### src/hdl/gdqo_pkg.sv
// gdqo_pkg: shared types, constants and the encoder step table of the dual odometer
// no dependencies
package gdqo_pkg;

	localparam int ACCUM_BITS_DEFAULT = 32;
	localparam int CFG_BITS = 31;
	localparam int FIFO_DEPTH = 3;

	localparam logic [CFG_BITS-1:0] SPEED_THRESHOLD_RESET = 31'd1000;
	localparam logic [CFG_BITS-1:0] TILT_LIMIT_RESET = 31'd450000;

	localparam logic [1:0] MASK_PIN0 = 2'b01;
	localparam logic [1:0] MASK_PIN1 = 2'b10;
	localparam logic [1:0] MASK_BOTH = 2'b11;

	localparam logic signed [1:0] MID_FWD = 2'sd1;
	localparam logic signed [1:0] MID_REV = -2'sd1;
	localparam logic signed [1:0] MID_NONE = 2'sd0;

	typedef enum logic [0:0] {
		REG_SPEED_THRESHOLD = 1'b0,
		REG_TILT_LIMIT = 1'b1
	} cfg_reg_t;

	typedef struct packed {
		logic command;
		logic [1:0] right_pins;
		logic [1:0] left_pins;
		logic signed [31:0] speed_right;
		logic signed [31:0] speed_left;
		logic signed [31:0] angle_fused;
	} sample_t;

	typedef struct packed {
		logic signed [15:0] right_count;
		logic signed [15:0] left_count;
		logic signed [31:0] travel;
		logic signed [31:0] side_difference;
	} result_t;

	typedef struct packed {
		logic valid;
		logic clear;
		logic signed [15:0] right_count;
		logic signed [15:0] left_count;
	} tick_t;

	// step tables, rows for last pins 0 and 3, indexed by new pins
	localparam logic signed [2:0] RIGHT_ROW0 [4] = '{3'sd0, 3'sd0, -3'sd1, 3'sd0};
	localparam logic signed [2:0] RIGHT_ROW3 [4] = '{3'sd0, -3'sd1, 3'sd2, 3'sd0};
	localparam logic signed [2:0] LEFT_ROW0 [4] = '{3'sd0, -3'sd1, 3'sd1, 3'sd0};
	localparam logic signed [2:0] LEFT_ROW3 [4] = '{3'sd0, 3'sd1, -3'sd1, 3'sd0};

	function automatic logic signed [2:0] step_lookup(input logic right, input logic [1:0] from,
			input logic [1:0] to, input logic signed [1:0] mid);
		logic signed [2:0] step;
		step = 3'sd0;
		if ((from == 2'd1 && to == 2'd2) || (from == 2'd2 && to == 2'd1)) begin
			step = 3'(mid);
		end else if (from == 2'd0) begin
			step = right ? RIGHT_ROW0[to] : LEFT_ROW0[to];
		end else if (from == 2'd3) begin
			step = right ? RIGHT_ROW3[to] : LEFT_ROW3[to];
		end
		return step;
	endfunction

endpackage

### src/hdl/gated_dual_quadrature_odometer_unit.sv
// an accepted tick is registered in tick_s1, then its result is queued
// throughput: one sample per cycle unless stalled, set by the lane state update
// a three-entry result queue lets samples flow while results wait, until full
// reset: asynchronous, active low; counts, accumulators and queue cleared,
// pin masks open on both pins, registers to their default values
module gated_dual_quadrature_odometer_unit import gdqo_pkg::*; #(
	parameter int ACCUM_BITS = ACCUM_BITS_DEFAULT
) (
	input  logic clk,
	input  logic arst_n,
	input  logic sample_valid,
	output logic sample_stall,
	input  sample_t sample,
	output logic result_valid,
	input  logic result_stall,
	output result_t result,
	input  logic cfg_we,
	input  cfg_reg_t cfg_index,
	input  logic [CFG_BITS-1:0] cfg_data
);

	logic [CFG_BITS-1:0] threshold_q;
	logic [CFG_BITS-1:0] tilt_limit_q;
	tick_t tick_s1;

	logic accept;
	logic tick;
	logic tilt_over;
	logic signed [15:0] right_count;
	logic signed [15:0] left_count;

	always_comb begin
		accept = sample_valid && !sample_stall;
		tick = sample.command;
		tilt_over = ($signed({sample.angle_fused[31], sample.angle_fused})
				> $signed({2'b00, tilt_limit_q}))
			|| ($signed({sample.angle_fused[31], sample.angle_fused})
				< -$signed({2'b00, tilt_limit_q}));
	end

	always_ff @(posedge clk or negedge arst_n) begin
		if (!arst_n) begin
			threshold_q <= SPEED_THRESHOLD_RESET;
			tilt_limit_q <= TILT_LIMIT_RESET;
		end else if (cfg_we) begin
			unique case (cfg_index)
				REG_SPEED_THRESHOLD: threshold_q <= cfg_data;
				REG_TILT_LIMIT: tilt_limit_q <= cfg_data;
				default: ;
			endcase
		end
	end

	gdqo_lane u_lane_right (
		.clk(clk),
		.arst_n(arst_n),
		.accept(accept),
		.tick(tick),
		.lane_right(1'b1),
		.pins(sample.right_pins),
		.speed(sample.speed_right),
		.threshold(threshold_q),
		.count(right_count)
	);

	gdqo_lane u_lane_left (
		.clk(clk),
		.arst_n(arst_n),
		.accept(accept),
		.tick(tick),
		.lane_right(1'b0),
		.pins(sample.left_pins),
		.speed(sample.speed_left),
		.threshold(threshold_q),
		.count(left_count)
	);

	always_ff @(posedge clk or negedge arst_n) begin
		if (!arst_n) begin
			tick_s1 <= '0;
		end else begin
			tick_s1.valid <= accept && tick;
			tick_s1.clear <= tilt_over;
			tick_s1.right_count <= right_count;
			tick_s1.left_count <= left_count;
		end
	end

	gdqo_merge #(
		.ACCUM_BITS(ACCUM_BITS)
	) u_merge (
		.clk(clk),
		.arst_n(arst_n),
		.tick_s1(tick_s1),
		.busy(sample_stall),
		.result_valid(result_valid),
		.result_stall(result_stall),
		.result(result)
	);

`ifndef SYNTH
	// an accepted tick transaction reaches the merge stage next cycle
	a_tick_reaches_merge: assert property (@(posedge clk) disable iff (!arst_n)
		sample_valid && !sample_stall && sample.command |=> tick_s1.valid)
		else $error("accepted tick did not reach merge stage");

	// the input side only stalls while results are queued
	a_stall_needs_results: assert property (@(posedge clk) disable iff (!arst_n)
		sample_stall |-> result_valid)
		else $error("input stalled with no pending result");

	// a plain sample never produces a merge entry
	a_no_spurious_tick: assert property (@(posedge clk) disable iff (!arst_n)
		!(sample_valid && !sample_stall && sample.command) |=> !tick_s1.valid)
		else $error("merge entry without accepted tick");
`endif

endmodule

### src/hdl/gdqo_lane.sv
// gdqo_lane: one wheel's quadrature decoder with pin gating and tick-time mask choice
// depends on gdqo_pkg
module gdqo_lane import gdqo_pkg::*; (
	input  logic clk,
	input  logic arst_n,
	input  logic accept,
	input  logic tick,
	input  logic lane_right,
	input  logic [1:0] pins,
	input  logic signed [31:0] speed,
	input  logic [CFG_BITS-1:0] threshold,
	output logic signed [15:0] count
);

	logic [1:0] last_q;
	logic signed [15:0] steps_q;
	logic [1:0] mask_q;
	logic signed [1:0] mid_q;

	logic changed;
	logic signed [2:0] step;
	logic signed [15:0] steps_new;
	logic fast_fwd;
	logic fast_rev;
	logic [1:0] mask_next;
	logic signed [1:0] mid_next;

	always_comb begin
		changed = ((pins ^ last_q) & mask_q) != 2'b00;
		step = step_lookup(lane_right, last_q, pins, mid_q);
		steps_new = changed ? steps_q + 16'(step) : steps_q;
		count = steps_new;
		fast_fwd = $signed({speed[31], speed}) > $signed({2'b00, threshold});
		fast_rev = $signed({speed[31], speed}) < -$signed({2'b00, threshold});
		priority if (fast_fwd) begin
			mask_next = lane_right ? MASK_PIN0 : MASK_PIN1;
			mid_next = MID_FWD;
		end else if (fast_rev) begin
			mask_next = lane_right ? MASK_PIN1 : MASK_PIN0;
			mid_next = MID_REV;
		end else begin
			mask_next = MASK_BOTH;
			mid_next = MID_NONE;
		end
	end

	always_ff @(posedge clk or negedge arst_n) begin
		if (!arst_n) begin
			last_q <= 2'b00;
			steps_q <= '0;
			mask_q <= MASK_BOTH;
			mid_q <= MID_NONE;
		end else if (accept) begin
			if (changed) begin
				last_q <= pins;
			end
			steps_q <= tick ? 16'sd0 : steps_new;
			if (tick) begin
				mask_q <= mask_next;
				mid_q <= mid_next;
			end
		end
	end

endmodule

### src/hdl/gdqo_merge.sv
// gdqo_merge: combines both lane counts into travel and side accumulators, queues results
// depends on gdqo_pkg
module gdqo_merge import gdqo_pkg::*; #(
	parameter int ACCUM_BITS = ACCUM_BITS_DEFAULT
) (
	input  logic clk,
	input  logic arst_n,
	input  tick_t tick_s1,
	output logic busy,
	output logic result_valid,
	input  logic result_stall,
	output result_t result
);

	logic signed [ACCUM_BITS-1:0] travel_q;
	logic signed [ACCUM_BITS-1:0] side_q;
	result_t fifo_q [FIFO_DEPTH];
	logic [1:0] wr_ptr_q;
	logic [1:0] rd_ptr_q;
	logic [1:0] count_q;

	logic signed [16:0] pair_sum;
	logic signed [16:0] pair_diff;
	logic signed [ACCUM_BITS-1:0] travel_next;
	logic signed [ACCUM_BITS-1:0] side_next;
	logic push;
	logic pop;
	result_t entry;

	always_comb begin
		pair_sum = 17'(tick_s1.right_count) + 17'(tick_s1.left_count);
		pair_diff = 17'(tick_s1.right_count) - 17'(tick_s1.left_count);
		travel_next = tick_s1.clear ? '0 : travel_q + ACCUM_BITS'(pair_sum);
		side_next = tick_s1.clear ? '0 : side_q + ACCUM_BITS'(pair_diff);
		entry.right_count = tick_s1.right_count;
		entry.left_count = tick_s1.left_count;
		entry.travel = 32'(travel_next);
		entry.side_difference = 32'(side_next);
		push = tick_s1.valid;
		result_valid = count_q != 2'd0;
		pop = result_valid && !result_stall;
		result = fifo_q[rd_ptr_q];
		busy = ({1'b0, count_q} + {2'b00, tick_s1.valid}) >= 3'(FIFO_DEPTH);
	end

	always_ff @(posedge clk or negedge arst_n) begin
		if (!arst_n) begin
			travel_q <= '0;
			side_q <= '0;
			wr_ptr_q <= 2'd0;
			rd_ptr_q <= 2'd0;
			count_q <= 2'd0;
		end else begin
			if (push) begin
				travel_q <= travel_next;
				side_q <= side_next;
				wr_ptr_q <= (wr_ptr_q == 2'(FIFO_DEPTH - 1)) ? 2'd0 : wr_ptr_q + 2'd1;
			end
			if (pop) begin
				rd_ptr_q <= (rd_ptr_q == 2'(FIFO_DEPTH - 1)) ? 2'd0 : rd_ptr_q + 2'd1;
			end
			count_q <= count_q + {1'b0, push} - {1'b0, pop};
		end
	end

	always_ff @(posedge clk) begin
		if (push) begin
			fifo_q[wr_ptr_q] <= entry;
		end
	end

endmodule

### config.mk
export PLATFORM = sky130hd
export DESIGN_NAME = gated_dual_quadrature_odometer_unit
export DESIGN_NICKNAME = d
export VERILOG_FILES = /design/src/hdl/gdqo_pkg.sv /design/src/hdl/gated_dual_quadrature_odometer_unit.sv /design/src/hdl/gdqo_lane.sv /design/src/hdl/gdqo_merge.sv
export SDC_FILE = /design/constraint.sdc
export NUM_CORES = 1
export LEC_CHECK = 0
export ABC_AREA = 1
export BUFFER_PORTS_ARGS = -buffer_cell sky130_fd_sc_hd__clkbuf_2
export CAP_MARGIN = 20
export CORE_ASPECT_RATIO = 1.4
export CORE_MARGIN = 2
export CORE_UTILIZATION = 43
export CTS_CLUSTER_DIAMETER = 80
export DETAILED_ROUTE_END_ITERATION = 6
export PLACE_DENSITY_LB_ADDON = 0.15
export SLEW_MARGIN = 25
export SYNTH_ARGS = -nofsm -noshare
export SYNTH_HDL_FRONTEND = slang
export SYNTH_SLANG_ARGS = --single-unit
export TNS_END_PERCENT = 50
### constraint.sdc
create_clock -name clk -period 7.4 [get_ports clk]
set_clock_uncertainty 0.1 [all_clocks]
set_input_delay 0.74 -clock clk [delete_from_list [all_inputs] [get_ports clk]]
set_output_delay 0.74 -clock clk [all_outputs]
set_load 0.1 [all_outputs]
After elaboration in Yosys (flattened, before gate mapping)
Memory sizes are Yosys's and may differ from the RTL's. Index checks and enable logic that the tools add are counted. W data, S select, Z words.

Bitwise logic cells: 7. Add/subtract/negate cells: 13. Reductions and logical operators: 22. Muxes and demuxes: 36. Equal/unequal tests: 12. $lt $le $gt $ge: 9.

Operators with widths (count): $lt A32 B33 Y1 (3); $gt A32 B32 Y1 (3); $neg A31 Y33 (2); $add A32 B32 Y32 (2); $mux W16 (4); $mux W32 (2); $mux W3 (14); $add A16 B3 Y16 (2); $bmux W3 S2 (4); $mux W2 (9); $add A16 B16 Y17 (1); $sub A16 B16 Y17 (1); $eq A2 B2 Y1 const B (8); $reduce_and A2 Y1 (5); $eq A2 B1 Y1 const B (4); $logic_and A1 B1 Y1 (7); $ge A3 B3 Y1 const B (2); $not A2 Y3 (2); $reduce_bool A2 Y1 (3); $add A2 B1 Y2 const B (2); $and A2 B2 Y2 (2); $logic_not A2 Y1 (2); $xor A2 B2 Y2 (2); $add A2 B1 Y3 (1); 7 further kinds (12).

Register bits: 210. RAM bits: 288. Bits of input ports: 138. Word-level logic and storage cells: 119. Memories: 1.

Memory list: u_merge.fifo_q (words 3, bits a word 96, read ports 1, clocked after Yosys merged registers in 0, write ports 1, RTL line gdqo_merge.sv:17) `result_t fifo_q [FIFO_DEPTH];`.

Longest topological paths before layout
Gate-level depths: netlist of run 1.

Depth in word-level cells: 10. Mapped depth: 27. Depth with buffers taken out: 27.

By module
Synthesis of run 1 repeated with hierarchy kept, for this count alone.

Cells, all modules: 4128. Area total of the unflattened synthesis: 33602.2 um^2.

Modules (own cells, without submodules): gdqo_merge (seq. area each 10400.0 um^2, cells each 2105, times used 1, area an instance 19438.6 um^2); gated_dual_quadrature_odometer_unit (seq. area each 2423.6 um^2, cells each 657, times used 1, area an instance 5521.5 um^2); gdqo_lane (u_lane_right) (seq. area each 553.0 um^2, cells each 684, times used 1, area an instance 4327.9 um^2); gdqo_lane (u_lane_left) (seq. area each 553.0 um^2, cells each 682, times used 1, area an instance 4314.1 um^2).

Worst setup path before layout of run 1
OpenSTA, ideal clock, no wires.

Path kind: register -> register. Start point: register, netlist name tick_s1[33]. End point: memory u_merge.fifo_q[2][0] in the netlist's numbering, enable pin. Data arrival time: 7.408 ns. Setup slack: -0.777 ns. Cell stages (with the launch flop): 5. Path buffers: 2. Path through: dfrtp_1 clkbuf_1 inv_2 clkbuf_1 nor3_1.

Word-level cells in the longest chain between the ends: 2.

RTL lines: $mux W1 (RTL line gdqo_merge.sv:67) `if (push) begin`; $mux W1 (not written as such) (RTL line gdqo_merge.sv:68) `fifo_q[wr_ptr_q] <= entry;`; to (decl) (RTL line gdqo_merge.sv:17).

No other way between the ends.

==> results of run 1 <==
cell usage after synthesis (all sizes together), types with 17 or more instances:
| cell type | count | area, sq um |
|---|---|---|
| dfrtp | 189 | 4730 |
| inv | 514 | 1930 |
| xor2 | 78 | 683 |
| edfxtp | 288 | 8650 |
| nand3 | 252 | 1290 |
| nand3b | 25 | 188 |
| nand2 | 927 | 3480 |
| nand4 | 50 | 334 |
| o211ai | 100 | 751 |
| or2 | 17 | 106 |
| ha | 326 | 4080 |
| dfstp | 21 | 552 |
| o21bai | 17 | 131 |
| nor2 | 272 | 1080 |
| clkbuf | 78 | 293 |
| buf | 18 | 80.1 |
| nor3 | 51 | 287 |
| a21oi | 260 | 1310 |
| o21ai | 275 | 1380 |
through the flow:
stage	util, %	setup TNS (ns)
6_report	48.6	0
5_1_grt	48.6	0
4_1_cts	48.6	0
3_5_place_dp	46.4	0
3_3_place_gp	46.4	0
2_1_floorplan	-	-117.05
cell families after synthesis:
logic type / count (synthesis) / share of synthesized area [%]
buf+inv: 611 / 7.20
fa+ha+maj: 332 / 13.1
compound gates: 697 / 12.2
xor+xnor: 89 / 2.44
simple gates: 1611 / 21.5
flops: 498 / 43.5
worst max-delay path, delay by kind of cell, from the launching register on:
| family | cells | cell delay [ns] |
|---|---|---|
| AOI/OAI and AO/OA | 1 | 0.22 |
| and+or+nand+nor | 1 | 0.16 |
| buffers and inverters | 3 | 1.89 |
| DFF | 1 | 0.91 |
sequential cells by signal, indices dropped and copies added, names as in the netlist, 16 cells and up:
signal / flops
tilt_limit_q: 31
tick_s1: 34
u_merge.side_q: 32
u_lane_left.steps_q: 16
u_lane_right.steps_q: 16
u_merge.travel_q: 32
u_merge.fifo_q: 288
threshold_q: 31
area by class of cell:
cell class | count | area share, %
timing repair buffer | 256 | 3.78
clock inverter | 26 | 0.868
sequential | 498 | 38.8
clock buffer | 66 | 3.71
tap | 960 | 3.35
multi-input combinational | 2729 | 44.0
inverter | 515 | 5.39
antenna | 5 | 0.0349
routing by layer:
layer / routed length (um) / part of all wire [%] / GRT usage [%]
met3: 3720 / 4.1 / 3.47
met4: 2770 / 3.1 / 7.60
met1: 36500 / 40 / 27.7
met5: 124 / 0.14 / 0
met2: 47500 / 52 / 44.0
worst min path at each step:
| stage | depth (start not counted) | startpoint | endpoint |
|---|---|---|---|
| floorplan | 0 | arst_n | threshold_q[0] |
| global placement | 2 | u_lane_right.mask_q[0] | u_lane_right.mask_q[0] |
| detailed placement | 2 | u_lane_right.mid_q[1] | u_lane_right.mid_q[1] |
| CTS | 1 | arst_n | u_merge.travel_q[26] |
| global route | 1 | arst_n | u_merge.travel_q[26] |
| finish | 1 | arst_n | u_merge.travel_q[26] |
==> flow_summary_export.csv, run 1 <==
group,metric,value,unit
worst_setup_path,cp-start-kind,"flop",
clock_network,cts_tree,"built",
placement,numPortBuffers,235,
sta,hold_viol,0,
yosys,synth_edf_count,288,
clock_network,ctsHtreeMaxLevel,2,
worst_setup_path,slowest_delay,0.91,ns
sta,fmax,0.211,GHz
floorplanning,start_util,43.4,%
finish,final_cell_mix,"nand2_1 (926), inv_1 (507), ha_1 (326)",
yosys,ys.warnings.count,0,
worst_setup_path,startpoint,"u_merge.rd_ptr_q[1]",
clock_network,cts_sinks,498,
detailed_routing,drc,0,
sta,worst_pin_slew,0.931,ns
finish,register_area,13900,sq um
clock_network,postCtsHoldBufs,0,
yosys,synthFlopType,"edfxtp_1",
detailed_routing,drtPass1Iterations,7,
worst_setup_path,cp_data_required_time,6.56,ns
clock_network,path_clk_slew,0.06,ns
finish,multiInputGateArea,15800,sq um
worst_setup_path,r2r_slack,2.81,ns
clock_network,post_cts_buffers,0,
clock_network,cts_made_buffers,49,
floorplanning,num_rows,118,
clock_network,clock_latency,0.62,ns
worst_setup_path,crit_chain,"clkinv_2 -> buf_4 -> nand3_1 -> o211ai_1 -> clkbuf_2",
job,cap_violations,0,
worst_hold_path,min_path_type,"in -> async",
sta,layout_min_cycle_time,4.74,ns
sta,slew_viol_final,0,
sta,rsz0062_at_grt,"no",
worst_setup_path,endpoint,"result[87]",
finish,nets,4519,
placement,place_inst,4958,
yosys,syn_avg_cell_area,8.34,sq um
finish,fillCellCount,7254,
yosys,synth_fp_nets,4308,
floorplanning,core-area,73800,sq um
worst_setup_path,critPathMaxFanout,52,
worst_setup_path,crit_slowest_cell,"dfrtp_4",
yosys,synthArstFlopShare,42.2,%
clock_network,cts_resized,0,
placement,pre_cts_slack,2.88,ns
finish,final_common_cell,"nand2_1",
placement,place_area,34200,sq um
placement,dp.final_hpwl,69700,um
detailed_routing,vias,26300,
sta,whs,0.00989,ns
yosys,ys_types,55,
sta,min_period_over_period,64.0,%
yosys,seq_area_frac_synth,43.5,%
worst_setup_path,r2r_cells,20,
yosys,ys_ff_latch,498,
worst_setup_path,critical_path_class,"reg -> out",
run_status,status,"finished, final reports clean",
worst_setup_path,r2r_end,"u_merge.fifo_q[2][60]",
finish,syn2layout_area_growth,12.1,%
finish,drive_gt1_share,10.0,%
floorplanning,die_x,235,um
grt,grt_pass1_wl,142000,um
worst_setup_path,end_kind,"output port",
worst_setup_path,worstPathArrival,3.90,ns
detailed_routing,wl_per_cell,17.9,um
yosys,syn_inst,3838,
grt,groute.usage.overall,23.7,%
sta,setup_viol,0,
grt,overflow,0,
placement,routabilityCongestion,0.914,
sta,slew_headroom,37.9,%
detailed_routing,final_antenna_net_count,0,
grt,antenna_found_initial,15,
detailed_routing,finalWirelength,90600,um
grt,grt_pass1_vias,26100,
sta,setup_slack,2.66,ns
detailed_routing,via_per_inst,5.20,
yosys,syn_area,32000,sq um
detailed_routing,drt_iter0_markers,1525,
clock_network,cts-root-buf,"clkbuf_16",
worst_setup_path,worstReg2RegStart,"tick_s1[9]",
floorplanning,fp.dieH,327,um
grt,grt_max_degree,116,
floorplanning,die_area,76700,sq um
clock_network,clockBufferDepth,3,
floorplanning,io-pin-count,236,
finish,final_cells,5055,
finish,fin_area,35900,sq um
Power of run 1 is not shown: default switching activity piles up to over one toggle a cycle in this logic, so the estimate is an artifact.
==> inputs of run 2 (changes only) <==
==> constraint.sdc (replaced) <==
create_clock -name clk -period 4.55 [get_ports clk]
set_clock_uncertainty 0.1 [all_clocks]
set_input_delay 0.455 -clock clk [delete_from_list [all_inputs] [get_ports clk]]
set_output_delay 0.455 -clock clk [all_outputs]
set_load 0.1 [all_outputs]
==> flow_summary_export.csv, run 2 (synthesized netlist as in run 1, its figures left out) <==
group,metric,value,unit
run_status,status,"finished, final reports clean",
detailed_routing,wl_per_cell,17.9,um
placement,dp.final_hpwl,70500,um
finish,largest_register,"u_merge.fifo_q",
clock_network,clock_latency,0.61,ns
worst_setup_path,cp_data_required_time,4.78,ns
finish,fillCellCount,7192,
worst_setup_path,critical_path_class,"reg -> reg",
grt,antenna_found_initial,16,
detailed_routing,vias,26500,
detailed_routing,drt_iter0_markers,1461,
finish,final_common_cell,"nand2_1",
worst_setup_path,r2r_cells,19,
worst_setup_path,crit_slowest_cell,"dfrtp_1",
job,cap_violations,0,
placement,numPortBuffers,235,
floorplanning,io-pin-count,236,
worst_setup_path,critPathMaxFanout,17,
placement,place_inst,4997,
floorplanning,die_x,235,um
worst_setup_path,crit_chain,"inv_1 -> ha_1 -> fa_1 -> o21ai_1 -> nand3_1 -> nand2_1 -> nand2_1 -> nand2_1 -> nand2_1 -> nand2_1 -> buf_4 -> ha_1 -> a21oi_1 -> o21ai_0 -> a21oi_1 -> nand3_1 -> nor2_1 -> nand3b_1 -> inv_1",
clock_network,ctsHtreeMaxLevel,2,
finish,largest_reg_flops,288,
worst_setup_path,cp_common_cell,"nand2_1",
placement,routabilityCongestion,0.957,
sta,fmax,0.241,GHz
finish,final_cells,5097,
finish,final_cell_mix,"nand2_1 (926), inv_1 (507), ha_1 (326)",
worst_hold_path,min_path_type,"in -> reg",
floorplanning,core-area,73800,sq um
detailed_routing,via_per_inst,5.20,
clock_network,cts-root-buf,"clkbuf_16",
finish,top_regs,"u_merge.fifo_q (288), tick_s1 (34)",
floorplanning,fp.dieH,327,um
floorplanning,num_rows,118,
grt,overflow,0,
worst_setup_path,end_kind,"flop",
sta,hold_viol,0,
sta,worst_pin_slew,0.948,ns
worst_setup_path,cp-start-kind,"flop",
finish,syn2layout_area_growth,13.6,%
sta,slew_viol_final,0,
grt,grt_pass1_vias,25900,
clock_network,post_cts_buffers,0,
floorplanning,start_util,43.4,%
clock_network,cts_sinks,498,
clock_network,path_clk_slew,0.06,ns
worst_setup_path,crit_family,"simple AND/OR/NAND/NOR gates",
sta,setup_viol,0,
worst_setup_path,slowest_delay,0.41,ns
detailed_routing,drc,0,
floorplanning,die_area,76700,sq um
worst_setup_path,worst-path-buf-inv,3,
detailed_routing,drtPass1Iterations,7,
worst_setup_path,worstPathArrival,4.39,ns
grt,grt_max_degree,106,
sta,rsz0062_at_grt,"no",
worst_hold_path,hold_path_depth,3,
grt,groute.usage.overall,23.9,%
clock_network,clockBufferDepth,3,
worst_setup_path,cp.depth,19,
clock_network,cts_made_buffers,48,
grt,grt_pass1_wl,142000,um
clock_network,cts_tree,"built",
finish,nets,4561,
detailed_routing,final_antenna_net_count,0,
sta,slew_headroom,36.8,%
detailed_routing,finalWirelength,91400,um
sta,layout_min_cycle_time,4.16,ns
sta,min_period_over_period,91.4,%
finish,drive_gt1_share,11.0,%
[run 2: per-layer routing]
| layer | share of wire (%) | vias up | GRT usage [%] |
|---|---|---|---|
| li1 | - | 13400 | - |
| met1 | 41 | 12300 | 28.5 |
| met2 | 52 | 533 | 44.1 |
| met3 | 3.9 | 150 | 3.18 |
| met4 | 2.9 | 18 | 7.11 |
| met5 | 0.12 | - | 0 |
[run 2: per-stage QoR]
step	util (%)	instance area, sq um	TNS [ns]	setup slack (ns)	hold WS (ns)
2_1_floorplan	-	32000	-94.53	-0.488	0.0594
6_report	49.3	36400	0	0.392	0.0273
3_3_place_gp	46.9	34600	0	0.374	0.176
4_1_cts	49.2	36300	0	0.261	0.00624
5_1_grt	49.3	36400	0	0.0757	0.0332
3_5_place_dp	46.9	34600	0	0.335	0.177
[run 2: repair_timing]
item	CTS	global route
endpoints found under the setup margin	0	3
resized for setup	0	1
endpoints found under the hold margin	176	0
hold buffers	4	0
[run 2: worst min-delay path, delay by kind of cell]
kind	cells	cell delay [ns]
AO/OA/AOI/OAI	1	0.09
buffers and inverters	2	0.15
[run 2: cell type report]
cell class	count	area, sq um	area share, %
well taps	960	1200	3.30
clock inverters	32	452	1.24
diodes	7	17.5	0.0482
flip-flops and latches	498	13900	38.3
inverters	515	1930	5.32
clock buffers	57	1260	3.46
repair buffers	299	1750	4.82
multi-input cells	2729	15800	43.5
[run 2: worst paths after layout]
check,from,end,slack [ns]
setup / recovery,tick_s1[16],u_merge.fifo_q[0][18],0.39
hold / removal,cfg_data[5],threshold_q[5],0.03
setup reg to reg,tick_s1[16],u_merge.fifo_q[0][18],0.39
hold reg to reg,u_lane_right.mask_q[0],u_lane_right.mask_q[0],0.37
max in group asynchronous,arst_n,tilt_limit_q[1],3.31
min in group asynchronous,arst_n,u_merge.travel_q[1],0.14
Power of run 2 is left out for the same reason.
